`src/rtl/upd_pkg.sv`:
```
`timescale 1ns / 1ps

package upd_pkg;

    localparam logic [7:0] CH_PLUS    = 8'h2B;
    localparam logic [7:0] CH_PERCENT = 8'h25;
    localparam logic [7:0] CH_SPACE   = 8'h20;
    localparam logic [7:0] CH_NUL     = 8'h00;

    localparam logic [7:0] HEX_UPPER_OFS = 8'd55;
    localparam logic [7:0] HEX_LOWER_OFS = 8'd87;
    localparam logic [7:0] HEX_DIGIT_OFS = 8'd48;

    // results per transaction and queue depth
    localparam int unsigned MAX_RESULTS = 2;

    typedef struct packed {
        logic [7:0] in_byte;
        logic       last_byte;
    } t_in;

    typedef struct packed {
        logic [7:0] out_byte;
        logic       is_end;
    } t_out;

    // compacted results of one decoded byte, first slot filled first
    typedef struct packed {
        logic [1:0] count;
        t_out       first;
        t_out       second;
    } t_dec;

    function automatic logic [3:0] hex_value(input logic [7:0] c);
        logic [7:0] diff;
        diff = 8'd0;
        case (c) inside
            [8'h41:8'h46]: diff = c - HEX_UPPER_OFS;
            [8'h61:8'h66]: diff = c - HEX_LOWER_OFS;
            [8'h30:8'h39]: diff = c - HEX_DIGIT_OFS;
            default:       diff = 8'd0;
        endcase
        return diff[3:0];
    endfunction

endpackage

```
`src/rtl/upd_decode.sv`:
```
`timescale 1ns / 1ps

module upd_decode (
    input  logic          i_clk,
    input  logic          i_rst_n,
    input  upd_pkg::t_in  i_item,
    input  logic          i_advance,
    output upd_pkg::t_dec o_dec
);

    typedef enum logic [1:0] {
        PH_PLAIN,
        PH_HIGH,
        PH_LOW,
        PH_STOP
    } t_phase;

    t_phase     r_phase, n_phase;
    logic [3:0] r_high, n_high;
    logic       has_data;
    logic [7:0] data;

    always_comb begin
        n_phase  = r_phase;
        n_high   = r_high;
        has_data = 1'b0;
        data     = i_item.in_byte;
        case (r_phase)
            PH_PLAIN: begin
                if (i_item.in_byte == upd_pkg::CH_NUL) begin
                    n_phase = PH_STOP;
                end else if (i_item.in_byte == upd_pkg::CH_PLUS) begin
                    has_data = 1'b1;
                    data     = upd_pkg::CH_SPACE;
                end else if (i_item.in_byte == upd_pkg::CH_PERCENT) begin
                    n_phase = PH_HIGH;
                end else begin
                    has_data = 1'b1;
                end
            end
            PH_HIGH: begin
                // a percent too close to the end yields nothing
                if (!i_item.last_byte) begin
                    n_high  = upd_pkg::hex_value(i_item.in_byte);
                    n_phase = PH_LOW;
                end
            end
            PH_LOW: begin
                has_data = 1'b1;
                data     = {r_high, upd_pkg::hex_value(i_item.in_byte)};
                n_phase  = PH_PLAIN;
            end
            default: begin
            end
        endcase
        if (i_item.last_byte) begin
            n_phase = PH_PLAIN;
            n_high  = 4'd0;
        end
    end

    always_comb begin
        o_dec.count           = {1'b0, has_data} + {1'b0, i_item.last_byte};
        o_dec.first.out_byte  = has_data ? data : upd_pkg::CH_NUL;
        o_dec.first.is_end    = !has_data;
        o_dec.second.out_byte = upd_pkg::CH_NUL;
        o_dec.second.is_end   = 1'b1;
    end

    always_ff @(posedge i_clk) begin
        if (!i_rst_n) begin
            r_phase <= PH_PLAIN;
            r_high  <= 4'd0;
        end else if (i_advance) begin
            r_phase <= n_phase;
            r_high  <= n_high;
        end
    end

endmodule

```
`src/rtl/upd_out_queue.sv`:
```
`timescale 1ns / 1ps

module upd_out_queue (
    input  logic          i_clk,
    input  logic          i_rst_n,
    input  upd_pkg::t_dec i_dec,
    input  logic          i_push,
    output logic [1:0]    o_space,
    output logic          o_valid,
    input  logic          i_ready,
    output upd_pkg::t_out o_data
);

    upd_pkg::t_out r_q [upd_pkg::MAX_RESULTS];
    upd_pkg::t_out n_q [upd_pkg::MAX_RESULTS];
    logic [1:0]    r_count, n_count;
    logic [1:0]    base;
    logic [1:0]    push_n;
    logic          pop;

    assign pop     = (r_count != 2'd0) && i_ready;
    assign base    = r_count - {1'b0, pop};
    assign push_n  = i_push ? i_dec.count : 2'd0;
    assign o_space = 2'd2 - r_count;
    assign o_valid = (r_count != 2'd0);
    assign o_data  = r_q[0];

    always_comb begin
        n_q = r_q;
        if (pop) begin
            n_q[0] = r_q[1];
        end
        if (push_n != 2'd0) begin
            n_q[base[0]] = i_dec.first;
        end
        if (push_n == 2'd2) begin
            n_q[1] = i_dec.second;
        end
        n_count = base + push_n;
    end

    always_ff @(posedge i_clk) begin
        if (!i_rst_n) begin
            r_count <= 2'd0;
        end else begin
            r_count <= n_count;
        end
    end

    always_ff @(posedge i_clk) begin
        r_q <= n_q;
    end

endmodule

```
`src/rtl/url_percent_decoder.sv`:
```
`timescale 1ns / 1ps

// url percent decoder
// input channel: one raw byte per transaction on i_in_data, with last_byte
// marking the final byte of a buffer; the buffer boundary is taken from it
// output channel: decoded bytes on o_out_data; each buffer closes with one
// transaction carrying out_byte 0 and is_end 1
// '+' becomes a space, '%' plus two hex digits becomes one byte, a nul
// where a plain character is expected drops the rest of the buffer
// an input transaction is held in the input register, and its results then
// pass through a two-entry result queue to the output
// throughput: one byte per cycle while the receiver is ready and each byte
// gives at most one result; a byte that also closes a buffer gives two
// results and waits for an empty queue, so in a full-rate stream it stalls
// the input and leaves a gap in the output
// the input register advances only when the result queue has room for all
// results of its byte, so a stalled receiver backs up into o_in_ready after
// at most three bytes are held
// reset empties the input register and queue and returns the decoder to
// expecting a plain character
module url_percent_decoder (
    input  logic          i_clk,
    input  logic          i_rst_n,
    input  logic          i_in_valid,
    output logic          o_in_ready,
    input  upd_pkg::t_in  i_in_data,
    output logic          o_out_valid,
    input  logic          i_out_ready,
    output upd_pkg::t_out o_out_data
);

    logic          r_in_valid;
    upd_pkg::t_in  r_in;
    upd_pkg::t_dec dec;
    logic [1:0]    space;
    logic          advance;

    assign advance    = r_in_valid && (dec.count <= space);
    assign o_in_ready = !r_in_valid || advance;

    always_ff @(posedge i_clk) begin
        if (!i_rst_n) begin
            r_in_valid <= 1'b0;
        end else if (o_in_ready) begin
            r_in_valid <= i_in_valid;
        end
    end

    always_ff @(posedge i_clk) begin
        if (o_in_ready && i_in_valid) begin
            r_in <= i_in_data;
        end
    end

    upd_decode u_decode (
        .i_clk     (i_clk),
        .i_rst_n   (i_rst_n),
        .i_item    (r_in),
        .i_advance (advance),
        .o_dec     (dec)
    );

    upd_out_queue u_queue (
        .i_clk   (i_clk),
        .i_rst_n (i_rst_n),
        .i_dec   (dec),
        .i_push  (advance),
        .o_space (space),
        .o_valid (o_out_valid),
        .i_ready (i_out_ready),
        .o_data  (o_out_data)
    );

`ifndef SYNTHESIS
    // a byte that closes a buffer always produces its terminator
    assert property (@(posedge i_clk) disable iff (!i_rst_n)
        advance && r_in.last_byte |-> dec.count != 2'd0)
        else $error("closing byte produced no terminator");

    // the terminator transaction carries a zero byte
    assert property (@(posedge i_clk) disable iff (!i_rst_n)
        o_out_valid && o_out_data.is_end |-> o_out_data.out_byte == 8'd0)
        else $error("terminator with nonzero byte");

    // queue never holds more than it was sized for
    assert property (@(posedge i_clk) disable iff (!i_rst_n)
        space != 2'd3)
        else $error("result queue overflow");

    // a held input byte with room in an empty queue must advance
    assert property (@(posedge i_clk) disable iff (!i_rst_n)
        r_in_valid && space == 2'd2 |-> advance)
        else $error("input register stuck with empty queue");
`endif

endmodule
```
`config.mk`:
```
export PLATFORM = sky130hd
export DESIGN_NAME = url_percent_decoder
export DESIGN_NICKNAME = d
export VERILOG_FILES = /design/src/rtl/upd_pkg.sv /design/src/rtl/upd_decode.sv /design/src/rtl/upd_out_queue.sv /design/src/rtl/url_percent_decoder.sv
export SDC_FILE = /design/constraint.sdc
export NUM_CORES = 1
export LEC_CHECK = 0
export BUFFER_PORTS_ARGS = -buffer_cell sky130_fd_sc_hd__buf_2
export CORE_MARGIN = 5
export CORE_UTILIZATION = 31
export DETAILED_ROUTE_END_ITERATION = 10
export GPL_TIMING_DRIVEN = 0
export PLACE_DENSITY = 0.48
export SYNTH_ARGS = -nofsm -noshare
export SYNTH_HDL_FRONTEND = slang
export SYNTH_HIERARCHICAL = 1
export SYNTH_SLANG_ARGS = --single-unit
```
`constraint.sdc`:
```
create_clock -name i_clk -period 4.8 [get_ports i_clk]
set_input_delay 1.2 -clock i_clk [delete_from_list [all_inputs] [get_ports i_clk]]
set_output_delay 1.2 -clock i_clk [all_outputs]
set_load 0.02 [all_outputs]
```
Yosys cells after proc, flatten, opt, wreduce, memory -nomap -nowiden

Cells that the tools add are included.

Add/subtract/negate cells: 7
Reductions and logical operators: 18
$lt $le $gt $ge: 9
Bitwise logic cells: 1
Muxes and demuxes: 24
Eq/ne operators: 7

Operator list:

| operator            | number |
|---|---|
| $mux 8              | 3 |
| $mux 4              | 5 |
| $bwmux 18           | 1 |
| $mux 18             | 1 |
| $mux 9              | 2 |
| $eq 8x6->1 const B  | 2 |
| $ge 8x7->1 const B  | 2 |
| $le 8x7->1 const B  | 2 |
| $pmux 8 s2          | 1 |
| $mux 2              | 5 |
| $demux 9 s1         | 1 |
| $ge 8x6->1 const B  | 1 |
| $le 8x6->1 const B  | 1 |
| $logic_not 8->1     | 1 |
| $sub 4x3->4 const B | 2 |
| $logic_and 1x1->1   | 7 |
| $pmux 2 s3          | 1 |
| $reduce_bool 2->1   | 3 |
| $eq 2x2->1 const B  | 2 |
| $ne 4x2->1 const B  | 1 |
| $ne 4x3->1 const B  | 1 |
| $reduce_and 4->1    | 1 |
| $reduce_bool 4->1   | 1 |
| $sub 4x1->4 const B | 1 |
| 15 further kinds    | 18 |

Output and inout port bits: 11
Word-level logic and storage cells: 76
Bits of input ports: 13
Register bits: 36

Longest topological paths before layout

Gate-level depths: netlist (run 1).

Depth in word-level cells: 11
Gate-level depth with buffers: 17
Depth with buffers taken out: 15

By module

Netlist (run 1), hierarchy kept.

Modules (own cells, without submodules):

| module              | area an instance (um^2) | seq. area each (um^2) | instances | cells an instance |
|---|---|---|---|---|
| upd_out_queue       | 996.0                   | 490.5                 | 1         | 89 |
| upd_decode          | 784.5                   | 120.1                 | 1         | 102 |
| url_percent_decoder | 381.6                   | 290.3                 | 1         | 22 |

Worst setup path after synthesis (run 1)

No wires, ideal clock.

Kind: register to output
Start: reg r_in[1] (netlist name)
End: out o_in_ready
Arrival time: 2.823 ns
Slack: 0.777 ns
Cell stages (with the launch flop): 13
Data required time: 3.600 ns
Buffers on the path: 1
Path through: edfxtp_1 -> inv_1 -> ha_1 -> or3b_2 -> or2_0 -> buf_2 -> a31oi_1 -> inv_1 -> ha_1 -> inv_1 -> ha_1 -> nand2_1 -> o211ai_2

RTL lines:

| item                     | line                      | RTL |
|---|---|---|
| start: declaration       | url_percent_decoder.sv:33 | `upd_pkg::t_in r_in;` |
| start signal: assignment | url_percent_decoder.sv:51 | `r_in <= i_in_data;` |
| end: declaration         | url_percent_decoder.sv:25 | `output logic o_in_ready,` |

==> out/metrics.csv, run 1 <==
stage;metric;value;unit
status;status;finished clean;
layout;# diodes;0;
detailed_routing;Residual DRC;0;
floorplanning;io pins;24;
logic_synthesis;cell area after synthesis;0.00216;mm²
clocking;depth of the CTS H-tree;2;
logic_synthesis;post-synth cell types;53;
logic_synthesis;FF+latch count, synth;36;
clocking;Post-CTS Hold Buffers;0;
worst_setup_path;CP Data Arrival Time;3.36;ns
logic_synthesis;Async SR Flop Fraction;0;%
grt;vias in the first global route;1503;
layout;layout cells sized above 1;27.1;%
logic_synthesis;yosys warns;6;
power_and_ir_drop;Max IR drop VDD;0.146;mV
clocking;Reg clk slew, reported paths;0.07;ns
grt;largest net degree at the start of global routing;13;
logic_synthesis;Synth Area in XOR/XNOR;0.810;%
logic_synthesis;synthesized area per cell;10.2;µm²
floorplanning;starting density of the core;31.8;%
worst_setup_path;CP Data Required Time;3.60;ns
clocking;CTS Buf Count;5;
grt;global route overflow;0;
grt;initial antenna violation count;0;
layout;area grow syn2layout;18.8;%
sta;Worst Skew;0.0106;ns
sta;crit share post-route;95.1;%
logic_synthesis;main combinational cell family by area after synthesis;compound AO/OA/AOI/OAI gates;
floorplanning;Core ar.;0.00679;mm²
floorplanning;Die Area;0.00875;mm²
floorplanning;Die Wd;93.5;µm
sta;final setup margin;0.235;ns
placement;routability cong.;0.740;
floorplanning;row cnt;30;
placement;post-DP HPWL;3160;µm
clocking;clock latency on the worst-skew pair;0.29;ns
layout;FF+latch area;901;µm²
worst_hold_path;HP Class;flip-flop to flip-flop;
power_and_ir_drop;Final Total Pwr;1.30;mW
clocking;Clock Sinks;36;
logic_synthesis;Synth Flop Type;edfxtp_1;
placement;post-place setup slack;0.238;ns
layout;multi-input logic area;0.00104;mm²
sta;Fin. Hold Viols;0;
sta;RSZ-0062 raised after global routing;false;
detailed_routing;Initial DRT Pass Iterations;4;
grt;GRT Total Usage;10.5;%
sta;post-route setup TNS;0;ns
clocking;Root Driver;clkbuf_8;
logic_synthesis;mux share of post-synthesis cell area;5.09;%
layout;Final #Nets;279;
worst_setup_path;R2R cell count;16;
sta;Min Clock Period, post-route;4.56;ns
worst_setup_path;r2r endpoint;u_queue/r_q[3]$_DFFE_PP_;
sta;fmax;219;MHz
logic_synthesis;Post-Synth Adder-Cell Area;6.94;%
power_and_ir_drop;pwr/cell area;504;mW/mm²
flow_run;max_cap viols;0;
power_and_ir_drop;static leakage;1.13;nW
placement;number of buffers added on ports;23;
worst_setup_path;CP max FO;6;
detailed_routing;WL per Instance;12.2;µm
floorplanning;Die Span Y;93.5;µm
detailed_routing;Vias/cell;4.59;
logic_synthesis;post-synthesis sequential area ratio;41.7;%
grt;first-pass GRT wire length;7260;µm
detailed_routing;initial DRC count;47;
worst_setup_path;crit path capture;o_in_ready;
worst_setup_path;R2R setup slack;0.46;ns
layout;fillers;685;
logic_synthesis;Post-synth EDFFs;18;
logic_synthesis;Gate Count Post-Synth;213;
worst_setup_path;crit end category;output pin;
detailed_routing;Antenna Nets Post-Route;0;
clocking;Max Root-Sink Buffers;2;
worst_setup_path;WS Path Type;flip-flop to output pin;
layout;most frequent cells in the layout;24 x buf_2, 24 x buf_4, 18 x inv_1, 18 x edfxtp_1, 18 x dfxtp_1;
logic_synthesis;Post-Synth Simple-Gate Area;13.7;%
detailed_routing;DR vias;1610;
logic_synthesis;complex-gate fraction of the synthesized area;19.6;%
worst_setup_path;Worst Setup SP;r_in[2]$_DFFE_PP_;
sta;final setup fails;0;
clocking;CTS tree;done;
worst_hold_path;Hold Startpoint;u_decode/r_high[1]$_SDFFE_PN0P_;
detailed_routing;DRT Wirelength;4270;µm
worst_setup_path;worst reg2reg startpoint;r_in[2]$_DFFE_PP_;
worst_setup_path;type of origin of the critical path;flip-flop;
sta;max-slew violation count;0;
routing by layer:
layer | vias to the layer above | track usage (%) | share of wire (%)
li1 | 837 | - | -
met1 | 735 | 13.8 | 48
met2 | 34 | 17.0 | 46
met3 | 4 | 2.74 | 4.8
met4 | 0 | 2.93 | 0.84
met5 | - | 0 | 0
where the power goes:
part | leakage, nW | internal (mW) | switching, mW
Clock | 0.0523 | 0.133 | 0.115
Sequential | 0.320 | 0.412 | 0.0411
Combinational | 0.753 | 0.284 | 0.310
logic make-up after synthesis:
| kind of cell | after synthesis |
|---|---|
| AO/OA/AOI/OAI | 56 |
| XOR/XNOR | 2 |
| adder cells (fa/ha/maj) | 12 |
| buffers and inverters | 44 |
| flip-flops | 36 |
| multiplexers | 11 |
| other | 2 |
| AND/OR/NAND/NOR | 50 |
final cells by class:
class                      count  share of cell area [%]
buffer                        26                    7.36
clock buffer                   6                    3.65
clock inverter                 2                   0.487
inverter                      18                    2.63
multi-input combinational    140                    40.5
sequential                    36                    35.1
tap                           96                    4.68
timing repair buffer          27                    5.65
cell usage after synthesis (all sizes together) (5+ instances only):
cell	n	area share (%)
nor2	11	2.0
edfxtp	18	25
buf	24	8.4
ha	12	6.9
nand3	6	1.4
mux2i	11	5.1
o21ai	9	2.1
dfxtp	18	17
inv	18	3.1
a21oi	12	2.8
nand2	8	1.4
nor2b	5	1.8
a22o	13	5.3
critical path, cell delays in order (launching register included):
cell and delay, ns:
edfxtp_1 0.45, inv_1 0.13, ha_1 0.21, or3b_2 0.47, or2_0 0.22, buf_2 0.16
a31oi_2 0.25, inv_1 0.08, ha_2 0.41, inv_1 0.06, ha_1 0.28, nand2_1 0.09
o211ai_2 0.11, buf_2 0.17
metrics by stage:
stage | util (%) | hold WS, ns | instances | instance area, µm²
after floorplan | - | 0.444 | 220 | 2190
after global placement | 35.7 | 0.456 | 339 | 2420
after global routing | 37.8 | 0.530 | 351 | 2570
after CTS | 37.3 | 0.482 | 347 | 2540
after detailed placement | 35.7 | 0.464 | 339 | 2420
final | 37.8 | 0.479 | 351 | 2570
worst min path at each step:
stage	endpoint	depth (start not counted)	slack, ns
floorplan	u_decode/r_high[0]$_SDFFE_PN0P_	2	0.44
global placement	u_decode/r_high[1]$_SDFFE_PN0P_	2	0.46
detailed placement	u_decode/r_high[1]$_SDFFE_PN0P_	2	0.46
CTS	u_decode/r_high[1]$_SDFFE_PN0P_	2	0.48
global route	u_decode/r_high[0]$_SDFFE_PN0P_	2	0.53
finish	u_decode/r_high[1]$_SDFFE_PN0P_	2	0.48
state kept, by name, indices dropped and copies added, names as in the netlist:
name              count
r_in                  9
r_in_valid            1
u_decode/r_high       4
u_decode/r_phase      2
u_queue/o_data        9
u_queue/r_count       2
u_queue/r_q           9
timing repair:
item,CTS,global route
setup buffers,0,4
cloned,0,0
resized for setup,1,1
endpoints found under the hold margin,0,0
endpoints found under the setup margin,1,1
Power figures use the tool's default switching activity.
==> run 2, diff against run 1 <==
- CORE_UTILIZATION: 31 -> 58
- PLACE_DENSITY: 0.48 -> 0.79
==> out/metrics.csv, run 2 (synthesized netlist as in run 1, its figures left out) <==
stage;metric;value;unit
worst_hold_path;worst hold path depth;2;
floorplanning;Die Span Y;71.1;µm
floorplanning;starting density of the core;59.5;%
grt;initial antenna violation count;0;
status;status;finished clean;
power_and_ir_drop;Comb pwr share;45.7;%
grt;global route overflow;0;
grt;first-pass GRT wire length;6820;µm
layout;commonest non-fill, non-tap cell in the layout;buf_4;
layout;area grow syn2layout;16.3;%
power_and_ir_drop;static leakage;1.13;nW
floorplanning;row cnt;22;
power_and_ir_drop;Final Total Pwr;1.29;mW
detailed_routing;DRT Wirelength;3990;µm
worst_setup_path;crit end category;output pin;
worst_setup_path;worst reg2reg startpoint;r_in[1]$_DFFE_PP_;
worst_setup_path;CP Data Arrival Time;3.36;ns
detailed_routing;DR vias;1662;
layout;fin cells;304;
detailed_routing;Antenna Nets Post-Route;0;
clocking;Reg clk slew, reported paths;0.08;ns
layout;fillers;324;
sta;Worst Skew;0.00605;ns
detailed_routing;Vias/cell;5.47;
clocking;CTS tree;done;
detailed_routing;Residual DRC;0;
layout;layout cells sized above 1;27.0;%
sta;post-route setup TNS;0;ns
power_and_ir_drop;Switch Pwr;0.463;mW
power_and_ir_drop;Pint;0.829;mW
grt;met1 Use GR;20.3;%
grt;grt met3 use;5.68;%
power_and_ir_drop;Max IR drop VDD;0.322;mV
placement;number of buffers added on ports;23;
clocking;Max Root-Sink Buffers;2;
grt;GRT Total Usage;17.1;%
placement;routability cong.;0.835;
clocking;depth of the CTS H-tree;2;
detailed_routing;WL per Instance;13.1;µm
detailed_routing;Initial DRT Pass Iterations;4;
sta;final setup margin;0.239;ns
sta;crit share post-route;95.0;%
placement;placed instance area;0.00236;mm²
layout;FF+latch area;901;µm²
sta;Min Clock Period, post-route;4.56;ns
power_and_ir_drop;Net Sw Frac;35.8;%
sta;Fin. Hold Viols;0;
clocking;Post-CTS Hold Buffers;0;
clocking;clock latency on the worst-skew pair;0.30;ns
grt;grt met2 use;28.7;%
layout;# diodes;0;
grt;layer with the highest usage;met2;
worst_setup_path;CP Data Required Time;3.60;ns
layout;most frequent cells in the layout;25 x buf_4, 24 x buf_2, 18 x inv_1, 18 x edfxtp_1, 18 x dfxtp_1;
layout;Post-Layout Inst Area;0.00251;mm²
worst_hold_path;Hold Startpoint;u_decode/r_high[2]$_SDFFE_PN0P_;
sta;final setup fails;0;
placement;post-place setup slack;0.348;ns
floorplanning;io pins;24;
floorplanning;Die Wd;71.1;µm
sta;Hold WS;0.483;ns
power_and_ir_drop;clock power share;19.0;%
sta;max-slew violation count;0;
layout;multi-input logic area;0.00104;mm²
worst_setup_path;WS Path Type;flip-flop to output pin;
clocking;Clock Sinks;36;
floorplanning;Die Area;0.00505;mm²
sta;RSZ-0062 raised after global routing;false;
flow_run;max_cap viols;0;
worst_hold_path;Hold Crit Endpoint;u_decode/r_high[2]$_SDFFE_PN0P_;
worst_hold_path;HP Class;flip-flop to flip-flop;
power_and_ir_drop;pwr/cell area;514;mW/mm²
grt;largest net degree at the start of global routing;13;
worst_setup_path;type of origin of the critical path;flip-flop;
worst_setup_path;CP max FO;6;
floorplanning;Core ar.;0.00363;mm²
layout;Final #Nets;280;
clocking;CTS Buf Count;5;
detailed_routing;initial DRC count;104;
grt;vias in the first global route;1531;
clocking;Root Driver;clkbuf_8;
power_and_ir_drop;sequential share of power;35.2;%
layout;fin util;69.2;%
sta;fmax;219;MHz
worst_setup_path;R2R cell count;16;
placement;placed cells;291;
worst_setup_path;r2r endpoint;u_queue/r_q[7]$_DFFE_PP_;
worst_setup_path;R2R setup slack;0.52;ns
placement;post-DP HPWL;3000;µm
## run 2: cell types whose count changed in the layout (fill, tap and decap cells not counted)
cell   delta
ha_2      -1
buf_4     +1
ha_1      +1
## run 2: final cells by class
type	count	share of cell area [%]
Clock inverter	2	0.498
Buffer	26	7.52
Timing Repair Buffer	28	6.07
Inverter	18	2.69
Multi-Input combinational cell	140	41.3
Clock buffer	6	3.73
Tap cell	48	2.39
Sequential cell	36	35.8
## run 2: worst max-delay path by stage
| stage | start | endpoint | slack [ns] | cells after the start |
|---|---|---|---|---|
| floorplan | r_in[1]$_DFFE_PP_ | o_in_ready | 0.78 | 12 |
| global placement | r_in[1]$_DFFE_PP_ | o_in_ready | 0.41 | 13 |
| detailed placement | r_in[1]$_DFFE_PP_ | u_queue/r_q[1]$_DFFE_PP_ | 0.35 | 16 |
| CTS | r_in[1]$_DFFE_PP_ | o_in_ready | 0.01 | 13 |
| global route | r_in[2]$_DFFE_PP_ | o_in_ready | 0.02 | 13 |
| finish | r_in[1]$_DFFE_PP_ | o_in_ready | 0.24 | 13 |
## run 2: worst max-delay path: stages (launching register included)
cell,delay (ns)
edfxtp_1,0.44
inv_1,0.12
ha_1,0.21
or3b_2,0.48
or2_0,0.22
buf_2,0.16
a31oi_2,0.23
inv_1,0.07
ha_1,0.42
inv_1,0.07
ha_1,0.29
nand2_1,0.09
o211ai_2,0.10
buf_2,0.17
## run 2: per-layer routing
metal  vias to the layer above  share of wire (%)
met5                         -                  0
met4                         0                2.2
met3                         7                5.5
met2                        49                 49
met1                       770                 44
li1                        836                  -
## run 2: what timing repair did
item                                    CTS  global route
endpoints found under the setup margin    0             1
resized for setup                         0             1
setup buffers                             0             5
## run 2: power groups by stage
| stage | clock network [mW] | logic (mW) | registers, mW |
|---|---|---|---|
| finish | 0.246 | 0.590 | 0.455 |
| global route | 0.268 | 0.658 | 0.463 |
| global placement | 0 | 0.568 | 0.460 |
| floorplan | 0 | 0.474 | 0.452 |
| CTS | 0.252 | 0.586 | 0.459 |
| detailed placement | 0 | 0.584 | 0.466 |
